[src/rtl/core/viewport_zoom_pan_top_macros.svh]
// ----------------------------------------------------------------------------
// Viewport zoom/pan assertion macros
// Shared concurrent assertion forms for the viewport core.
// ----------------------------------------------------------------------------
`ifndef VIEWPORT_ZOOM_PAN_TOP_MACROS_SVH
`define VIEWPORT_ZOOM_PAN_TOP_MACROS_SVH

// same-cycle implication
`define VZP_ASSERT_IMP(label, clk, rst_n, ante, cons) \
	label: assert property (@(posedge clk) disable iff (!rst_n) (ante) |-> (cons)) \
		else $error("viewport core: same-cycle check failed");

// next-cycle implication
`define VZP_ASSERT_NXT(label, clk, rst_n, ante, cons) \
	label: assert property (@(posedge clk) disable iff (!rst_n) (ante) |=> (cons)) \
		else $error("viewport core: next-cycle check failed");

`endif

[src/rtl/core/vzp_pkg.sv]
// ----------------------------------------------------------------------------
// Viewport zoom/pan package
// Widths, reset values, register codes and controller/datapath bundles.
// ----------------------------------------------------------------------------
package vzp_pkg;

	localparam int MOUSE_W   = 16;
	localparam int STEP_W    = 15;
	localparam int ZOOM_W    = 16;
	localparam int CAM_W     = 32;
	localparam int PIX_W     = MOUSE_W + 1;
	localparam int FRAC_SH   = 21;
	localparam int NUM_W     = PIX_W + FRAC_SH;
	localparam int QUO_W     = NUM_W + 1;
	localparam int WORLD_W   = CAM_W + 8;
	localparam int DIFF_W    = WORLD_W + 1;
	localparam int DIV_STEPS = NUM_W / 2;
	localparam int DCNT_W    = $clog2(DIV_STEPS);
	localparam int PROD_W    = 2 * ZOOM_W;
	localparam int NZ_W      = PROD_W - 14;
	localparam int ADDR_W    = 3;
	localparam int DATA_W    = 32;

	localparam logic [ZOOM_W-1:0] ZOOM_ONE      = 16'd8192;
	localparam logic [ZOOM_W-1:0] ZOOM_MIN_RST  = 16'd819;
	localparam logic [ZOOM_W-1:0] ZOOM_MAX_RST  = 16'd40960;
	localparam logic [ZOOM_W-1:0] STEP_ONE      = 16'd16384;

	localparam logic REG_ZOOM_MIN = 1'b0;
	localparam logic REG_ZOOM_MAX = 1'b1;

	typedef struct packed {
		logic latch_in;
		logic div_start;
		logic div_delta;
		logic zoom_cap;
		logic cam_zoom;
		logic cam_pan;
		logic load_out;
	} cmd_t;

	typedef struct packed {
		logic div_done;
		logic step_nz;
		logic pan;
	} sts_t;

	function automatic logic signed [CAM_W-1:0] sat_cam(input logic signed [DIFF_W-1:0] v);
		logic signed [DIFF_W-1:0] hi;
		logic signed [DIFF_W-1:0] lo;
		hi = DIFF_W'(signed'({1'b0, {(CAM_W-1){1'b1}}}));
		lo = DIFF_W'(signed'({1'b1, {(CAM_W-1){1'b0}}}));
		if (v > hi) begin
			sat_cam = hi[CAM_W-1:0];
		end else if (v < lo) begin
			sat_cam = lo[CAM_W-1:0];
		end else begin
			sat_cam = v[CAM_W-1:0];
		end
	endfunction

endpackage

[src/rtl/core/vzp_if.sv]
// ----------------------------------------------------------------------------
// Viewport zoom/pan channel interfaces
// Pointer event channel and view result channel, valid/ready handshake.
// ----------------------------------------------------------------------------
interface vzp_evt_if;
	logic                                valid;
	logic                                ready;
	logic signed [vzp_pkg::MOUSE_W-1:0]  mouse_x;
	logic signed [vzp_pkg::MOUSE_W-1:0]  mouse_y;
	logic signed [vzp_pkg::STEP_W-1:0]   zoom_step;
	logic                                pan_held;

	modport source (output valid, mouse_x, mouse_y, zoom_step, pan_held, input ready);
	modport sink (input valid, mouse_x, mouse_y, zoom_step, pan_held, output ready);
endinterface

interface vzp_view_if;
	logic                               valid;
	logic                               ready;
	logic signed [vzp_pkg::CAM_W-1:0]   cam_x;
	logic signed [vzp_pkg::CAM_W-1:0]   cam_y;
	logic        [vzp_pkg::ZOOM_W-1:0]  zoom_out;

	modport source (output valid, cam_x, cam_y, zoom_out, input ready);
	modport sink (input valid, cam_x, cam_y, zoom_out, output ready);
endinterface

[src/rtl/core/vzp_div.sv]
// ----------------------------------------------------------------------------
// Viewport pixel-to-world divider
// Restoring divide of pixels * 2^21 by zoom, two quotient bits per cycle.
// ----------------------------------------------------------------------------
module vzp_div (
	input  logic                                clk,
	input  logic                                arst_n,
	input  logic                                start,
	input  logic signed [vzp_pkg::PIX_W-1:0]    pix,
	input  logic        [vzp_pkg::ZOOM_W-1:0]   den,
	output logic                                busy,
	output logic                                done,
	output logic signed [vzp_pkg::QUO_W-1:0]    quo
);

	logic                              busy_q;
	logic                              done_q;
	logic [vzp_pkg::DCNT_W-1:0]        cnt_q;
	logic [vzp_pkg::NUM_W-1:0]         num_q;
	logic [vzp_pkg::ZOOM_W-1:0]        rem_q;
	logic [vzp_pkg::ZOOM_W-1:0]        den_q;
	logic                              neg_q;

	logic [vzp_pkg::PIX_W-1:0]         mag;
	logic [vzp_pkg::ZOOM_W:0]          t1;
	logic [vzp_pkg::ZOOM_W:0]          t2;
	logic                              ge1;
	logic                              ge2;
	logic [vzp_pkg::ZOOM_W-1:0]        r1;
	logic [vzp_pkg::ZOOM_W-1:0]        r2;
	logic [vzp_pkg::NUM_W-1:0]         n1;
	logic [vzp_pkg::NUM_W-1:0]         n2;
	logic signed [vzp_pkg::QUO_W-1:0]  qpos;

	assign mag = pix[vzp_pkg::PIX_W-1] ? vzp_pkg::PIX_W'(-pix) : vzp_pkg::PIX_W'(pix);

	always_comb begin
		t1  = {rem_q, num_q[vzp_pkg::NUM_W-1]};
		ge1 = t1 >= {1'b0, den_q};
		r1  = ge1 ? vzp_pkg::ZOOM_W'(t1 - {1'b0, den_q}) : t1[vzp_pkg::ZOOM_W-1:0];
		n1  = {num_q[vzp_pkg::NUM_W-2:0], ge1};
		t2  = {r1, n1[vzp_pkg::NUM_W-1]};
		ge2 = t2 >= {1'b0, den_q};
		r2  = ge2 ? vzp_pkg::ZOOM_W'(t2 - {1'b0, den_q}) : t2[vzp_pkg::ZOOM_W-1:0];
		n2  = {n1[vzp_pkg::NUM_W-2:0], ge2};
	end

	always_ff @(posedge clk or negedge arst_n) begin
		if (!arst_n) begin
			busy_q <= 1'b0;
			done_q <= 1'b0;
			cnt_q  <= '0;
		end else begin
			done_q <= 1'b0;
			if (start) begin
				busy_q <= 1'b1;
				cnt_q  <= '0;
			end else if (busy_q) begin
				cnt_q <= cnt_q + 1'b1;
				if (cnt_q == vzp_pkg::DCNT_W'(vzp_pkg::DIV_STEPS - 1)) begin
					busy_q <= 1'b0;
					done_q <= 1'b1;
				end
			end
		end
	end

	always_ff @(posedge clk) begin
		if (start) begin
			num_q <= {mag, {vzp_pkg::FRAC_SH{1'b0}}};
			rem_q <= '0;
			den_q <= den;
			neg_q <= pix[vzp_pkg::PIX_W-1];
		end else if (busy_q) begin
			num_q <= n2;
			rem_q <= r2;
		end
	end

	assign qpos = signed'({1'b0, num_q});
	assign quo  = neg_q ? -qpos : qpos;
	assign busy = busy_q;
	assign done = done_q;

endmodule

[src/rtl/core/vzp_datapath.sv]
// ----------------------------------------------------------------------------
// Viewport zoom/pan datapath
// Camera, zoom and pointer state, zoom multiplier, x/y divider lanes.
// ----------------------------------------------------------------------------
`include "viewport_zoom_pan_top_macros.svh"

module vzp_datapath (
	input  logic                                clk,
	input  logic                                arst_n,
	input  vzp_pkg::cmd_t                       cmd,
	output vzp_pkg::sts_t                       sts,
	input  logic signed [vzp_pkg::MOUSE_W-1:0]  mouse_x,
	input  logic signed [vzp_pkg::MOUSE_W-1:0]  mouse_y,
	input  logic signed [vzp_pkg::STEP_W-1:0]   zoom_step,
	input  logic                                pan_held,
	input  logic        [vzp_pkg::ZOOM_W-1:0]   zoom_min,
	input  logic        [vzp_pkg::ZOOM_W-1:0]   zoom_max,
	output logic signed [vzp_pkg::CAM_W-1:0]    cam_x,
	output logic signed [vzp_pkg::CAM_W-1:0]    cam_y,
	output logic        [vzp_pkg::ZOOM_W-1:0]   zoom_out
);

	logic signed [vzp_pkg::MOUSE_W-1:0]  mx_q;
	logic signed [vzp_pkg::MOUSE_W-1:0]  my_q;
	logic signed [vzp_pkg::STEP_W-1:0]   step_q;
	logic                                pan_q;
	logic signed [vzp_pkg::PIX_W-1:0]    dx_q;
	logic signed [vzp_pkg::PIX_W-1:0]    dy_q;
	logic signed [vzp_pkg::MOUSE_W-1:0]  prev_x_q;
	logic signed [vzp_pkg::MOUSE_W-1:0]  prev_y_q;
	logic signed [vzp_pkg::CAM_W-1:0]    cam_x_q;
	logic signed [vzp_pkg::CAM_W-1:0]    cam_y_q;
	logic        [vzp_pkg::ZOOM_W-1:0]   zoom_q;
	logic signed [vzp_pkg::WORLD_W-1:0]  wx_q;
	logic signed [vzp_pkg::WORLD_W-1:0]  wy_q;
	logic        [vzp_pkg::PROD_W-1:0]   prod_s1;

	logic signed [vzp_pkg::PIX_W-1:0]    pix_x;
	logic signed [vzp_pkg::PIX_W-1:0]    pix_y;
	logic        [vzp_pkg::ZOOM_W-1:0]   den;
	logic        [vzp_pkg::ZOOM_W-1:0]   factor;
	logic        [vzp_pkg::NZ_W-1:0]     nz;
	logic        [vzp_pkg::NZ_W-1:0]     nz_lo;
	logic        [vzp_pkg::ZOOM_W-1:0]   nz_cl;
	logic signed [vzp_pkg::QUO_W-1:0]    qx;
	logic signed [vzp_pkg::QUO_W-1:0]    qy;
	logic                                busy_x;
	logic                                busy_y;
	logic                                done_x;
	logic                                done_y;

	assign pix_x  = cmd.div_delta ? dx_q : vzp_pkg::PIX_W'(mx_q);
	assign pix_y  = cmd.div_delta ? dy_q : vzp_pkg::PIX_W'(my_q);
	assign den    = (zoom_q == '0) ? vzp_pkg::ZOOM_W'(1) : zoom_q;
	assign factor = vzp_pkg::ZOOM_W'(vzp_pkg::ZOOM_W'(step_q) + vzp_pkg::STEP_ONE);
	assign nz     = prod_s1[vzp_pkg::PROD_W-1:14];

	always_comb begin
		nz_lo = (nz < vzp_pkg::NZ_W'(zoom_min)) ? vzp_pkg::NZ_W'(zoom_min) : nz;
		nz_cl = (nz_lo > vzp_pkg::NZ_W'(zoom_max)) ? zoom_max : nz_lo[vzp_pkg::ZOOM_W-1:0];
	end

	vzp_div u_div_x (
		.clk    (clk),
		.arst_n (arst_n),
		.start  (cmd.div_start),
		.pix    (pix_x),
		.den    (den),
		.busy   (busy_x),
		.done   (done_x),
		.quo    (qx)
	);

	vzp_div u_div_y (
		.clk    (clk),
		.arst_n (arst_n),
		.start  (cmd.div_start),
		.pix    (pix_y),
		.den    (den),
		.busy   (busy_y),
		.done   (done_y),
		.quo    (qy)
	);

	always_ff @(posedge clk or negedge arst_n) begin
		if (!arst_n) begin
			cam_x_q  <= '0;
			cam_y_q  <= '0;
			zoom_q   <= vzp_pkg::ZOOM_ONE;
			prev_x_q <= '0;
			prev_y_q <= '0;
		end else begin
			if (cmd.latch_in) begin
				prev_x_q <= mouse_x;
				prev_y_q <= mouse_y;
			end
			if (cmd.zoom_cap) begin
				zoom_q <= nz_cl;
			end
			if (cmd.cam_zoom) begin
				cam_x_q <= vzp_pkg::sat_cam(vzp_pkg::DIFF_W'(wx_q) - vzp_pkg::DIFF_W'(qx));
				cam_y_q <= vzp_pkg::sat_cam(vzp_pkg::DIFF_W'(wy_q) - vzp_pkg::DIFF_W'(qy));
			end else if (cmd.cam_pan) begin
				cam_x_q <= vzp_pkg::sat_cam(vzp_pkg::DIFF_W'(cam_x_q) - vzp_pkg::DIFF_W'(qx));
				cam_y_q <= vzp_pkg::sat_cam(vzp_pkg::DIFF_W'(cam_y_q) - vzp_pkg::DIFF_W'(qy));
			end
		end
	end

	always_ff @(posedge clk) begin
		if (cmd.latch_in) begin
			mx_q   <= mouse_x;
			my_q   <= mouse_y;
			step_q <= zoom_step;
			pan_q  <= pan_held;
			dx_q   <= vzp_pkg::PIX_W'(mouse_x) - vzp_pkg::PIX_W'(prev_x_q);
			dy_q   <= vzp_pkg::PIX_W'(mouse_y) - vzp_pkg::PIX_W'(prev_y_q);
		end
		if (cmd.div_start && !cmd.div_delta) begin
			prod_s1 <= zoom_q * factor;
		end
		if (cmd.zoom_cap) begin
			wx_q <= vzp_pkg::WORLD_W'(cam_x_q) + vzp_pkg::WORLD_W'(qx);
			wy_q <= vzp_pkg::WORLD_W'(cam_y_q) + vzp_pkg::WORLD_W'(qy);
		end
		if (cmd.load_out) begin
			cam_x    <= cam_x_q;
			cam_y    <= cam_y_q;
			zoom_out <= zoom_q;
		end
	end

	assign sts.div_done = done_x;
	assign sts.step_nz  = step_q != '0;
	assign sts.pan      = pan_q;

	`VZP_ASSERT_IMP(a_lane_sync, clk, arst_n, 1'b1, (done_x == done_y) && (busy_x == busy_y))
	`VZP_ASSERT_NXT(a_zoom_cap, clk, arst_n, cmd.zoom_cap, zoom_q <= $past(zoom_max))
	`VZP_ASSERT_IMP(a_quiet_accept, clk, arst_n, cmd.latch_in, !busy_x && !cmd.div_start)

endmodule

[src/rtl/core/vzp_ctrl.sv]
// ----------------------------------------------------------------------------
// Viewport zoom/pan controller
// Sequences zoom, re-anchor and pan divisions and the result register.
// ----------------------------------------------------------------------------
module vzp_ctrl (
	input  logic           clk,
	input  logic           arst_n,
	input  logic           evt_valid,
	output logic           evt_ready,
	output logic           view_valid,
	input  logic           view_ready,
	input  vzp_pkg::sts_t  sts,
	output vzp_pkg::cmd_t  cmd
);

	typedef enum logic [3:0] {
		S_IDLE,
		S_DECIDE,
		S_ZDIV1,
		S_ZWAIT1,
		S_ZDIV2,
		S_ZWAIT2,
		S_PDIV,
		S_PWAIT,
		S_OUT
	} state_t;

	state_t state_q;
	logic   view_valid_q;

	always_comb begin
		cmd = '0;
		unique case (state_q)
			S_IDLE: begin
				cmd.latch_in = evt_valid;
			end
			S_ZDIV1: begin
				cmd.div_start = 1'b1;
			end
			S_ZWAIT1: begin
				cmd.zoom_cap = sts.div_done;
			end
			S_ZDIV2: begin
				cmd.div_start = 1'b1;
			end
			S_ZWAIT2: begin
				cmd.cam_zoom = sts.div_done;
			end
			S_PDIV: begin
				cmd.div_start = 1'b1;
				cmd.div_delta = 1'b1;
			end
			S_PWAIT: begin
				cmd.div_delta = 1'b1;
				cmd.cam_pan   = sts.div_done;
			end
			S_OUT: begin
				cmd.load_out = !view_valid_q || view_ready;
			end
			S_DECIDE: begin
			end
			default: begin
			end
		endcase
	end

	always_ff @(posedge clk or negedge arst_n) begin
		if (!arst_n) begin
			state_q      <= S_IDLE;
			view_valid_q <= 1'b0;
		end else begin
			if (cmd.load_out) begin
				view_valid_q <= 1'b1;
			end else if (view_ready) begin
				view_valid_q <= 1'b0;
			end
			unique case (state_q)
				S_IDLE: begin
					if (evt_valid) state_q <= S_DECIDE;
				end
				S_DECIDE: begin
					if (sts.step_nz) state_q <= S_ZDIV1;
					else if (sts.pan) state_q <= S_PDIV;
					else state_q <= S_OUT;
				end
				S_ZDIV1: begin
					state_q <= S_ZWAIT1;
				end
				S_ZWAIT1: begin
					if (sts.div_done) state_q <= S_ZDIV2;
				end
				S_ZDIV2: begin
					state_q <= S_ZWAIT2;
				end
				S_ZWAIT2: begin
					if (sts.div_done) state_q <= sts.pan ? S_PDIV : S_OUT;
				end
				S_PDIV: begin
					state_q <= S_PWAIT;
				end
				S_PWAIT: begin
					if (sts.div_done) state_q <= S_OUT;
				end
				S_OUT: begin
					if (cmd.load_out) state_q <= S_IDLE;
				end
				default: begin
					state_q <= S_IDLE;
				end
			endcase
		end
	end

	assign evt_ready  = state_q == S_IDLE;
	assign view_valid = view_valid_q;

endmodule

[src/rtl/core/viewport_zoom_pan_top.sv]
// ----------------------------------------------------------------------------
// Viewport zoom/pan top level
// Zoom-to-cursor camera with panning, APB zoom limits, pointer event in.
// ----------------------------------------------------------------------------
// channel   role     transaction
// evt       sink     pointer event: mouse_x, mouse_y, zoom_step, pan_held
// view      source   view result: cam_x, cam_y, zoom_out
// apb       slave    zoom_min at 0x0, zoom_max at 0x4, 32-bit data
//
// An event with no zoom and no pan goes straight to the output load; pan
// alone adds one division, zoom alone two and both three; each division
// runs the two-bit-per-cycle restoring divider, one per axis side by side.
// Reset clears camera to zero, zoom to 1.0 and limits to 0.1 and 5.0.
// A held view result stalls only the final load; the next event is taken
// once the previous one has reached the output register.
// ----------------------------------------------------------------------------
module viewport_zoom_pan_top (
	input  logic                               clk,
	input  logic                               arst_n,
	vzp_evt_if.sink                            evt,
	vzp_view_if.source                         view,
	input  logic                               psel,
	input  logic                               penable,
	input  logic                               pwrite,
	input  logic [vzp_pkg::ADDR_W-1:0]         paddr,
	input  logic [vzp_pkg::DATA_W-1:0]         pwdata,
	output logic [vzp_pkg::DATA_W-1:0]         prdata,
	output logic                               pready
);

	logic [vzp_pkg::ZOOM_W-1:0]  zoom_min_q;
	logic [vzp_pkg::ZOOM_W-1:0]  zoom_max_q;
	logic                        reg_sel;
	vzp_pkg::cmd_t               cmd;
	vzp_pkg::sts_t               sts;

	assign pready  = 1'b1;
	assign reg_sel = paddr[vzp_pkg::ADDR_W-1];

	always_ff @(posedge clk or negedge arst_n) begin
		if (!arst_n) begin
			zoom_min_q <= vzp_pkg::ZOOM_MIN_RST;
			zoom_max_q <= vzp_pkg::ZOOM_MAX_RST;
		end else if (psel && penable && pwrite) begin
			unique case (reg_sel)
				vzp_pkg::REG_ZOOM_MIN: zoom_min_q <= pwdata[vzp_pkg::ZOOM_W-1:0];
				vzp_pkg::REG_ZOOM_MAX: zoom_max_q <= pwdata[vzp_pkg::ZOOM_W-1:0];
				default: begin
				end
			endcase
		end
	end

	always_comb begin
		unique case (reg_sel)
			vzp_pkg::REG_ZOOM_MIN: prdata = vzp_pkg::DATA_W'(zoom_min_q);
			vzp_pkg::REG_ZOOM_MAX: prdata = vzp_pkg::DATA_W'(zoom_max_q);
			default:               prdata = '0;
		endcase
	end

	vzp_ctrl u_ctrl (
		.clk        (clk),
		.arst_n     (arst_n),
		.evt_valid  (evt.valid),
		.evt_ready  (evt.ready),
		.view_valid (view.valid),
		.view_ready (view.ready),
		.sts        (sts),
		.cmd        (cmd)
	);

	vzp_datapath u_dp (
		.clk       (clk),
		.arst_n    (arst_n),
		.cmd       (cmd),
		.sts       (sts),
		.mouse_x   (evt.mouse_x),
		.mouse_y   (evt.mouse_y),
		.zoom_step (evt.zoom_step),
		.pan_held  (evt.pan_held),
		.zoom_min  (zoom_min_q),
		.zoom_max  (zoom_max_q),
		.cam_x     (view.cam_x),
		.cam_y     (view.cam_y),
		.zoom_out  (view.zoom_out)
	);

endmodule
[src/flat_wrapper.sv]
// flat-port wrapper written by rule: the top's interface ports become plain ports
module viewport_zoom_pan_top_flat 
  (clk, arst_n, psel, penable, pwrite, paddr, pwdata, prdata, pready, evt_valid, evt_mouse_x, evt_mouse_y, evt_zoom_step, evt_pan_held, evt_ready, view_valid, view_cam_x, view_cam_y, view_zoom_out, view_ready);
  vzp_evt_if evt_i ();
  vzp_view_if view_i ();
  input  logic clk;
  input  logic arst_n;
  input  logic psel;
  input  logic penable;
  input  logic pwrite;
  input  logic [vzp_pkg::ADDR_W-1:0] paddr;
  input  logic [vzp_pkg::DATA_W-1:0] pwdata;
  output logic [vzp_pkg::DATA_W-1:0] prdata;
  output logic pready;
  input wire logic [$bits(evt_i.valid)-1:0] evt_valid;
  input wire logic [$bits(evt_i.mouse_x)-1:0] evt_mouse_x;
  input wire logic [$bits(evt_i.mouse_y)-1:0] evt_mouse_y;
  input wire logic [$bits(evt_i.zoom_step)-1:0] evt_zoom_step;
  input wire logic [$bits(evt_i.pan_held)-1:0] evt_pan_held;
  output wire logic [$bits(evt_i.ready)-1:0] evt_ready;
  output wire logic [$bits(view_i.valid)-1:0] view_valid;
  output wire logic [$bits(view_i.cam_x)-1:0] view_cam_x;
  output wire logic [$bits(view_i.cam_y)-1:0] view_cam_y;
  output wire logic [$bits(view_i.zoom_out)-1:0] view_zoom_out;
  input wire logic [$bits(view_i.ready)-1:0] view_ready;
  assign evt_i.valid = evt_valid;
  assign evt_i.mouse_x = evt_mouse_x;
  assign evt_i.mouse_y = evt_mouse_y;
  assign evt_i.zoom_step = evt_zoom_step;
  assign evt_i.pan_held = evt_pan_held;
  assign evt_ready = evt_i.ready;
  assign view_valid = view_i.valid;
  assign view_cam_x = view_i.cam_x;
  assign view_cam_y = view_i.cam_y;
  assign view_zoom_out = view_i.zoom_out;
  assign view_i.ready = view_ready;
  viewport_zoom_pan_top u_core (.clk(clk), .arst_n(arst_n), .evt(evt_i), .view(view_i), .psel(psel), .penable(penable), .pwrite(pwrite), .paddr(paddr), .pwdata(pwdata), .prdata(prdata), .pready(pready));
endmodule
[config.mk]
export PLATFORM = sky130hd
export DESIGN_NAME = viewport_zoom_pan_top_flat
export DESIGN_NICKNAME = d
export VERILOG_FILES = /design/src/rtl/core/vzp_pkg.sv /design/src/rtl/core/vzp_if.sv /design/src/rtl/core/vzp_div.sv /design/src/rtl/core/vzp_datapath.sv /design/src/rtl/core/vzp_ctrl.sv /design/src/rtl/core/viewport_zoom_pan_top.sv /design/src/flat_wrapper.sv
export VERILOG_INCLUDE_DIRS = /design/src /design/src/rtl/core
export SDC_FILE = /design/constraint.sdc
export NUM_CORES = 2
export LEC_CHECK = 0
export ABC_CLOCK_PERIOD_IN_PS = 7800
export BUFFER_PORTS_ARGS = -buffer_cell sky130_fd_sc_hd__buf_2
export CAP_MARGIN = 30
export CORE_MARGIN = 2
export CORE_UTILIZATION = 60
export DETAILED_ROUTE_END_ITERATION = 6
export PLACE_DENSITY = 0.88
export SETUP_SLACK_MARGIN = 0.3
export SLEW_MARGIN = 20
export SYNTH_ARGS = -nofsm -noshare
export SYNTH_HDL_FRONTEND = slang
export SYNTH_SLANG_ARGS = --single-unit
[constraint.sdc]
create_clock -name clk -period 7.8 [get_ports clk]
set_input_delay 0.78 -clock clk [delete_from_list [all_inputs] [get_ports clk]]
set_output_delay 0.78 -clock clk [all_outputs]
set_load 0.05 [all_outputs]
==> reports/qor.csv <==
stage,metric,value,unit
die,initial core utilization,60.6,%
sta,Worst Tran Pin Value,0.952,ns
critical_path,"Buf+Inv Stages, Crit Path",6,
synthesis,"Avg Cell Area, Syn",8.99,um2
hold_path,worst min-delay path category,input pin to async pin,
routing,Antenna Nets Post-Route,0,
synthesis,Synth top area share,19.2,%
synthesis,top post-synthesis cells by area,"edfxtp_1 (19%), ha_1 (11%), fa_1 (7.9%)",
cts,"Hold-fix buffers, CTS",0,
die,core footprint,0.0804,mm2
cells_and_area,multi-input logic area,0.0307,mm2
critical_path,"Top cell by count, worst path",fa_1,
placed_design,port bufs,169,
sta,crit share post-route,93.6,%
synthesis,Post-synth EDFFs,312,
critical_path,"Max stage delay cell, worst path",fa_1,
die,die area,0.0835,mm2
critical_path,R2R Path Start,u_core.u_dp.step_q[6],
grt,pin count of the biggest net entering global routing,80,
cts,CTS tree,done,
cts,Clock Path Buffers,3,
die,# rows,104,
sta,Final setup viols,0,
grt,initial antenna violation count,9,
sta,f_max,137,MHz
synthesis,Yosys top cell by area,edfxtp_1,
routing,WL per Instance,20.1,um
sta,WHS,0.190,ns
critical_path,Worst EP required,8.18,ns
grt,first-pass GRT wire length,210000,um
run,maxcap violations,0,
grt,GRT overflow,0,
cts,Worst-path clk slew,0.06,ns
routing,1st-iter DRT viols,3731,
synthesis,"count leader, synth",inv_1,
critical_path,Critical Path Max Stage Delay,0.57,ns
synthesis,Post-synth ARST share,29.6,%
synthesis,register area share after synthesis,30.6,%
cells_and_area,layout cells sized above 1,10.0,%
critical_path,CP Max Fanout,7,
sta,relative slew slack,36.5,%
routing,vias,41400,
cts,root buf cell,clkbuf_16,
critical_path,WS Path Type,flop to flop,
cts,cts bufs inserted,67,
grt,vias in the first global route,40300,
cts,Clock Latency Late Sink,0.61,ns
sta,setup_tns,0,ns
synthesis,ys flop type,edfxtp_1,
cts,clk sinks,548,
sta,max-slew violations,0,
routing,drt drc,0,
cells_and_area,Reg area,0.0149,mm2
cells_and_area,area delta synth->final,9.00,%
grt,GRT Total Usage,31.2,%
critical_path,crit path capture type,flop,
synthesis,Synth Instances,5417,
sta,Hold Fails Final Rpt,0,
outcome,status,"finished, final reports clean",
critical_path,CP Launch Type,flop,
cells_and_area,Layout Nets,6224,
die,Die X-Extent,289,um
cts,H-tree levels,3,
routing,vias per cell,6.25,
die,top-level I/O count,205,
synthesis,commonest cells in the synthesized netlist,"inv_1 (566), ha_1 (441), nand2_1 (440)",
routing,Detailed Route WL,133000,um
critical_path,CP top delay family,adder cells,
placed_design,GP Congestion,0.982,
die,Vert. Die Dim,289,um
synthesis,YS warnings,0,
sta,Final Critical Period,7.30,ns
synthesis,"FF+latch count, synth",548,
critical_path,Crit path arrival time,7.67,ns
sta,RSZ-0062 raised after global routing,no,
cells_and_area,fillers,6121,
critical_path,Worst Setup SP,u_core.u_dp.step_q[6],
placed_design,Detailed Place HPWL,96700,um
routing,drt pass-1 iters,6,
sta,Fin Clk Skew,0.0250,ns
synthesis,post-synthesis cell area,0.0487,mm2
synthesis,Synth cell types,109,
layer usage:
metal / vias to the layer above / part of all wire [%] / GRT usage [%]
li1: 19000 / - / -
met1: 20000 / 39 / 39.2
met2: 1930 / 48 / 52.8
met3: 452 / 7.6 / 5.01
met4: 6 / 4.9 / 14.5
met5: - / 0.030 / 0
final cells by class:
class / instances / share of cell area (%)
timing repair buffer: 283 / 3.31
tap: 1060 / 2.50
sequential: 548 / 28.1
multi-input combinational: 4032 / 57.7
clock inverter: 27 / 0.671
inverter: 569 / 4.03
antenna: 9 / 0.0424
clock buffer: 96 / 3.61
metrics by stage:
step / util, % / setup WS (ns) / instances / instance area, um2
after floorplan: - / 1.00 / 5432 / 48800
after global placement: 62.7 / 0.613 / 6449 / 50400
after detailed placement: 62.7 / 0.480 / 6450 / 50400
after CTS: 65.6 / 0.315 / 6573 / 52700
after global routing: 66.0 / 0.229 / 6622 / 53100
final: 66.0 / 0.503 / 6624 / 53100
repair_timing:
| item | in CTS | in global routing |
|---|---|---|
| setup endpoints to repair | 0 | 61 |
| resized for setup | 0 | 19 |
| buffers inserted | 0 | 38 |
worst paths after layout:
check | to | slack [ns] | cells after the start
min reg2reg | u_core.u_dp.prev_x_q[0] | 0.51 | 2
min in group clk | u_core.u_dp.step_q[0] | 0.33 | 1
min | u_core.u_dp.prev_y_q[10] | 0.19 | 1
max reg2reg | u_core.u_dp.prod_s1[31] | 0.50 | 27
max | u_core.u_dp.prod_s1[31] | 0.50 | 27
max in group asynchronous | u_core.u_dp.u_div_x.busy | 6.26 | 2
layout by cell type, fill, tap and decap left out, types with 73 or more instances in the layout:
cell type and count:
fa_1 192, xor2_1 100, nand2_1 440, xnor2_1 277
dfxtp_1 74, edfxtp_1 312, dfrtp_1 149, nor2_1 395
ha_1 441, nor3_1 73, nand3_1 93, a21o_1 81
inv_1 564, buf_2 168, and2_1 134, a21oi_1 296
o21ai_0 356, mux2i_1 104, buf_4 107
cells by family (layout without fill, tap and decap cells):
group                    count (synthesis)  count (layout)  share of synthesized area (%)
AND/OR/NAND/NOR                       1513            1513                           15.0
AO/OA/AOI/OAI                         1297            1297                           17.2
buffers and inverters                  852             975                           6.77
adder cells (fa/ha/maj)                656             656                           19.7
flip-flops                             548             548                           30.6
XOR/XNOR                               386             386                           7.17
multiplexers                           163             163                           3.50
other                                    2              26                         0.0154
registers in the layout (all words and copies together) (netlist names), 17 cells and up:
| register | flops |
|---|---|
| u_core.u_dp.dx_q | 17 |
| u_core.u_dp.cam_x | 32 |
| u_core.u_dp.u_div_y.num_q | 38 |
| u_core.u_dp.cam_y | 32 |
| u_core.u_dp.dy_q | 17 |
| u_core.u_dp.cam_x_q | 32 |
| u_core.u_dp.wy_q | 40 |
| u_core.u_dp.wx_q | 40 |
| u_core.u_dp.cam_y_q | 32 |
| u_core.u_dp.prod_s1 | 18 |
| u_core.u_dp.u_div_x.num_q | 38 |
Power is left out: the tool's default activity adds up to more than one toggle a clock period on the data nets, which glitch-free logic cannot reach.
